--- src/design/sse_pkg.sv ---
// Shared types and constants for the spectral step size estimator.
// Used by the top level, the ratio divider and the port checker; no dependencies.
package sse_pkg;

    localparam int SAMPLE_WIDTH = 24;
    localparam int DEF_MAX_LEN  = 1024;
    localparam int STEP_W       = 32;
    localparam int SUM_W        = 64;
    localparam int FRAC_BITS    = 16;
    localparam int CFG_IDX_W    = 2;

    typedef enum logic [CFG_IDX_W-1:0] {
        CFG_MIN_STEP = 2'd0,
        CFG_MAX_STEP = 2'd1
    } t_cfg_idx;

    typedef enum logic [1:0] {
        ACT_COMPUTE = 2'd0,
        ACT_RECORD  = 2'd1,
        ACT_FORGET  = 2'd2
    } t_action;

    typedef enum logic [1:0] {
        SRC_SPECTRAL     = 2'd0,
        SRC_NO_HISTORY   = 2'd1,
        SRC_LEN_MISMATCH = 2'd2,
        SRC_CURVATURE    = 2'd3
    } t_source;

    typedef struct packed {
        logic [1:0]                     action;
        logic signed [SAMPLE_WIDTH-1:0] position_value;
        logic signed [SAMPLE_WIDTH-1:0] gradient_value;
        logic [STEP_W-1:0]              initial_step;
        logic                           last_element;
    } t_in_item;

    typedef struct packed {
        logic [STEP_W-1:0] step_size;
        logic [1:0]        step_source;
    } t_out_item;

    typedef struct packed {
        logic             start;
        logic [SUM_W-1:0] num;
        logic [SUM_W-2:0] den;
    } t_div_req;

    typedef struct packed {
        logic              done;
        logic [STEP_W-1:0] ratio;
    } t_div_rsp;

endpackage

--- src/design/sse_div.sv ---
// Bit-serial restoring divider producing ss/sy in Q16.16, saturated to all ones.
// Depends on sse_pkg for the request and response structs.
module sse_div (
    input  logic              i_clk,
    input  logic              i_rst_n,
    input  sse_pkg::t_div_req i_req,
    output sse_pkg::t_div_rsp o_rsp
);
    import sse_pkg::*;

    localparam int NUM_W  = SUM_W + FRAC_BITS;
    localparam int DEN_W  = SUM_W - 1;
    localparam int ITER_W = $clog2(NUM_W + 1);

    logic              r_busy;
    logic              r_done;
    logic [ITER_W-1:0] r_iter;
    logic [NUM_W-1:0]  r_num;
    logic [DEN_W-1:0]  r_den;
    logic [DEN_W-1:0]  r_rem;
    logic [STEP_W-1:0] r_quot;
    logic              r_ovf;

    logic [DEN_W:0]    trial;
    logic [DEN_W:0]    diff;
    logic              ge;
    logic [DEN_W-1:0]  n_rem;

    always_comb begin
        trial = {r_rem, r_num[NUM_W-1]};
        ge    = trial >= {1'b0, r_den};
        diff  = trial - {1'b0, r_den};
        // The remainder always stays below the divisor, so it fits DEN_W bits.
        n_rem = ge ? diff[DEN_W-1:0] : trial[DEN_W-1:0];
    end

    always_ff @(posedge i_clk) begin
        if (!i_rst_n) begin
            r_busy <= 1'b0;
            r_done <= 1'b0;
            r_iter <= '0;
        end else begin
            r_done <= 1'b0;
            if (i_req.start) begin
                r_busy <= 1'b1;
                r_iter <= ITER_W'(NUM_W);
            end else if (r_busy) begin
                r_iter <= r_iter - ITER_W'(1);
                if (r_iter == ITER_W'(1)) begin
                    r_busy <= 1'b0;
                    r_done <= 1'b1;
                end
            end
        end
    end

    always_ff @(posedge i_clk) begin
        if (i_req.start) begin
            r_num  <= {i_req.num, {FRAC_BITS{1'b0}}};
            r_den  <= i_req.den;
            r_rem  <= '0;
            r_quot <= '0;
            r_ovf  <= 1'b0;
        end else if (r_busy) begin
            r_num  <= {r_num[NUM_W-2:0], 1'b0};
            r_rem  <= n_rem;
            r_quot <= {r_quot[STEP_W-2:0], ge};
            // Any quotient bit above the low 32 saturates the step.
            r_ovf  <= r_ovf | r_quot[STEP_W-1];
        end
    end

    assign o_rsp.done  = r_done;
    assign o_rsp.ratio = r_ovf ? {STEP_W{1'b1}} : r_quot;

endmodule

--- config.mk ---
export PLATFORM = sky130hd
export DESIGN_NAME = sse_div
export DESIGN_NICKNAME = d
export VERILOG_FILES = /design/src/design/sse_pkg.sv /design/src/design/sse_div.sv
export SDC_FILE = /design/constraint.sdc
export NUM_CORES = 1
export LEC_CHECK = 0
export ABC_AREA = 1
export BUFFER_PORTS_ARGS = -buffer_cell sky130_fd_sc_hd__buf_2
export CORE_ASPECT_RATIO = 0.9
export CORE_UTILIZATION = 49
export DETAILED_ROUTE_END_ITERATION = 6
export PLACE_DENSITY = 0.69
export SYNTH_ARGS = -nofsm -noshare
export SYNTH_HDL_FRONTEND = slang
export SYNTH_SLANG_ARGS = --single-unit
--- constraint.sdc ---
create_clock -name i_clk -period 5.7 [get_ports i_clk]
set_input_delay 0.57 -clock i_clk [delete_from_list [all_inputs] [get_ports i_clk]]
set_output_delay 0.57 -clock i_clk [all_outputs]
set_load 0.02 [all_outputs]
**Yosys cells after proc, flatten, opt, wreduce, memory -nomap -nowiden**

Index checks and enable logic that the tools add are counted.
Widths: inputs -> output; s select.

- $add $sub $neg: 2
- Order comparisons: 1
- Equality and inequality tests: 1
- Multiplexer cells: 10
- Bitwise operators: 3
- Reductions and logical operators: 3

Operators by type and width:

| cell | count |
|---|---|
| $mux 80 | 2 |
| $ge 64x63->1 | 1 |
| $mux 63 | 1 |
| $sub 63x63->63 | 1 |
| $mux 32 | 1 |
| $mux 7 | 2 |
| $eq 7x1->1 const B | 1 |
| $sub 7x1->7 const B | 1 |
| $mux 1 | 4 |
| $reduce_or 3->1 | 1 |
| $not 1->1 | 2 |
| $reduce_bool 2->1 | 1 |
| $reduce_or 2->1 | 1 |
| $or 1x1->1 | 1 |

- Register bits: 232
- Input bits: 130
- Output and inout bits: 33
- Word-level logic and storage cells: 29

**Depth between registers and ports, before layout**

- Depth after elaboration: 4
- Mapped depth: 20
- Gate-level depth less buffers: 18

**Worst setup path after synthesis**

OpenSTA, ideal clock, no wires.

- Path type: in2reg
- Start: in i_req[127] (netlist name)
- End: reg r_num[16], enable pin
- Library setup time: 0.453 ns
- Arrival time: 3.022 ns
- Data required time: 5.247 ns
- Setup slack: 2.224 ns
- Cell stages on the path: 4
- Path buffers: 2
- Cells stage by stage: clkbuf_1 nor2_1 inv_1 clkbuf_1

- Longest elaborated chain between the ends: 1

Ends and longest elaborated chain:

| what | line | source |
|---|---|---|
| from (decl) | sse_div.sv:6 | `input sse_pkg::t_div_req i_req,` |
| $reduce_bool 2->1 (no line) | n/a |  |
| to (signal assigned) | sse_div.sv:59 | `r_num <= {i_req.num, {FRAC_BITS{1'b0}}};` |
| to (signal assigned) | sse_div.sv:65 | `r_num <= {r_num[NUM_W-2:0], 1'b0};` |
| to (decl) | sse_div.sv:18 | `logic [NUM_W-1:0] r_num;` |

Every way passes these cells.
A chain may end at the register's enable or synchronous reset.

**Worst setup path after layout**

- Start: reg r_den[0]
- End: reg r_rem[36]

- Longest elaborated chain between the ends: 2
- Elaborated cells between the ends (all ways): 3
- Classes of those cells: add/sub: 1; order compare: 1; mux: 1

Ends and longest elaborated chain:

| what | line | source |
|---|---|---|
| from (decl) | sse_div.sv:19 | `logic [DEN_W-1:0] r_den;` |
| from (signal assigned) | sse_div.sv:60 | `r_den <= i_req.den;` |
| $sub 63x63->63 / $ge 64x63->1 (equally long branches) | sse_div.sv:32, sse_div.sv:31 |  |
| $mux 63 (*) | sse_div.sv:34 | `n_rem = ge ? diff[DEN_W-1:0] : trial[DEN_W-1:0];` |
| to (signal assigned) | sse_div.sv:66 | `r_rem <= n_rem;` |
| to (decl) | sse_div.sv:20 | `logic [DEN_W-1:0] r_rem;` |

Mark *: on every way between the ends. The rest lies on a longest branch, timed or not.

==> results_dict.tcl <==
set metrics [dict create \
    grt_pass1_wl_mm 64.7 \
    ios 163 \
    finalMaxSlewViolations 0 \
    port_buffers 162 \
    cp_data_arrival_time_ns 3.95 \
    setup_ws_ns 2.20 \
    place_ws_ns 2.27 \
    drv_cap 0 \
    clockRootBuffer "clkbuf_16" \
    synth_edf_count 127 \
    insertion_delay_ns 0.57 \
    grt_overflow 0 \
    synth_cells 2128 \
    leakagePower_nw 9.03 \
    synthSimpleGateAreaFrac_pct 32.6 \
    core_sq_um 29300 \
    power_mw 3.91 \
    ir_drop_mv 0.243 \
    min_path_type "primary input to flip-flop" \
    cp_max_fo 81 \
    met2_wirelength_mm 16.5 \
    start_kind "flip-flop" \
    gp_congestion 1.06 \
    layout_commonest_cell "nand2_1" \
    vias 13400 \
    rsz0062_at_grt "false" \
    firstDrtPassIters 5 \
    cts_htree_levels 1 \
    cp.required_ns 6.15 \
    endpoint_kind "flip-flop" \
    grt_max_degree 94 \
    synth-compound-area-share_pct 8.13 \
    top_layer "met5" \
    route.met3.wl_mm 3.27 \
    drt_iter0_drc 1070 \
    syn2layout_area_growth_pct 12.6 \
    path_clk_slew_ns 0.06 \
    dp.cells 2641 \
    synth.cell_area_sq_um 14800 \
    period_share_pct 61.5 \
    cts_tree "built" \
    cts_hold_buf 0 \
    place_hpwl_mm 30.8 \
    die-area_sq_um 30900 \
    wl_per_cell_um 15.0 \
    cellPowerDensity_nw_per_um2 235 \
    yosys.area_share.xor_xnor_pct 1.78 \
    vias_per_cell 4.98 \
    post-route-drc-count 0 \
    tightest_slew_ns 1.05 \
    rows 59 \
    drive_gt1_share_pct 12.3 \
    tns_ns 0 \
    ant_nets 0 \
    status "finished, final reports clean" \
    m1WireLength_mm 19.6 \
    post-route-util_pct 56.9 \
    track_usage_pct 26.6 \
    critical_path_class "flip-flop to flip-flop" \
    setup_viol 0 \
    regToRegStartpoint "r_den[0]" \
    start_util_pct 50.5 \
    routed_wl_mm 40.3 \
    final_cells 2690 \
    fin_area_sq_um 16700 \
    syn-num-nets 2324 \
    chipHeight_um 167 \
    clock-sinks 232 \
    fmax_mhz 285 \
    ctsResizeCount 0 \
    avgSynthCellArea_sq_um 6.96 \
    max_slew_margin_pct 29.8 \
    cts_setup_buffers 0 \
    yosys_warnings 0 \
    nNetsFinal 2469 \
    period_needed_ns 3.50 \
    clock_path_buffers 3 \
    antenna_found_initial 1 \
    synthMuxAreaShare_pct 0 \
    synth_top_family_by_area "simple AND/OR/NAND/NOR gates" \
    synth-seq-cells 232 \
    place_area_sq_um 15800 \
    die_w_um 185 \
    synth-adder-area-share_pct 5.63 \
    hold_slack_ns 0.172 \
    async_flop_share_pct 0 \
    rr_worst_depth 17 \
    holdCritStartpoint "i_req[8]" \
    hold_violations 0 \
    cts_made_buffers 26 \
    final_cell_mix "825 x nand2_1, 365 x inv_1, 161 x buf_2" \
    grt_pass1_vias 12600 \
    seq_area_frac_synth_pct 40.0 \
    hold-path-cell-count 1 \
    clock_skew_ns 0.0210 \
    ys_types 48 \
    synth_flop_cell "edfxtp_1" \
    setup.worst_path.start "r_den[0]" \
]
## cells in the mapped netlist, types with 12 or more instances
master / count / area share (%)
xnor2_1: 26 / 1.5
inv_2: 14 / 0.36
ha_1: 65 / 5.5
nor2_1: 142 / 3.6
or2_2: 12 / 0.51
a21oi_1: 70 / 2.4
nand2_1: 825 / 21
nor3_1: 17 / 0.57
nand2_2: 16 / 0.68
clkbuf_1: 27 / 0.68
o211ai_1: 24 / 1.2
o21bai_1: 24 / 1.2
nand3_1: 103 / 3.5
inv_1: 366 / 9.3
o21ai_0: 32 / 1.1
edfxtp_1: 127 / 26
o22ai_1: 33 / 1.4
nand4_1: 19 / 0.80
dfxtp_1: 105 / 14
## where the power goes
group          switching [mW]  internal (mW)  total [mW]
sequential             0.0290           1.87        1.90
clock                   0.710          0.907        1.62
combinational           0.264          0.135       0.398
## state kept, by name (all words and copies together), names as in the netlist
signal,cells
r_quot,32
r_num,64
r_iter,7
r_done,1
r_den,63
r_ovf,1
r_busy,1
r_rem,63
## cell families after synthesis
| logic type | count (synthesis) |
|---|---|
| adder cells (fa/ha/maj) | 66 |
| XOR/XNOR | 30 |
| AND/OR/NAND/NOR | 1170 |
| flip-flops | 232 |
| buffers and inverters | 432 |
| AO/OA/AOI/OAI | 198 |
## worst max-delay path, stage by stage, from the launching register on
cell	delay, ns
edfxtp_1	0.37
ha_1	0.23
fa_1	0.42
inv_1	0.12
nand2_1	0.06
nand2_1	0.07
nand3_1	0.08
nand2_2	0.11
nand2_2	0.07
nand2_4	0.08
nand2_4	0.05
nand3_2	0.07
nand2_4	0.07
nand2_4	0.64
buf_4	0.54
nand3_1	0.15
nand3_1	0.12
nand2_1	0.06
## worst paths after layout
path / endpoint / slack, ns
min: r_den[8] / 0.17
max reg2reg: r_rem[36] / 2.20
min reg2reg: r_rem[5] / 0.47
max: r_rem[36] / 2.20
## per-layer routing
metal | global-route usage [%] | vias to the layer above
met5 | 0 | -
met1 | 39.2 | 6005
met4 | 6.29 | 2
met2 | 39.3 | 410
met3 | 6.06 | 57
li1 | - | 6931
## cell type report
type	instances	area, sq um
sequential	232	5920
inverter	381	1430
timing repair buffer	168	858
clock buffer	38	736
antenna	1	2.50
fill	2850	12600
clock inverter	10	87.6
tap	396	495
multi-input combinational	1464	7140
No activity file was read; power rests on OpenSTA's default activity.
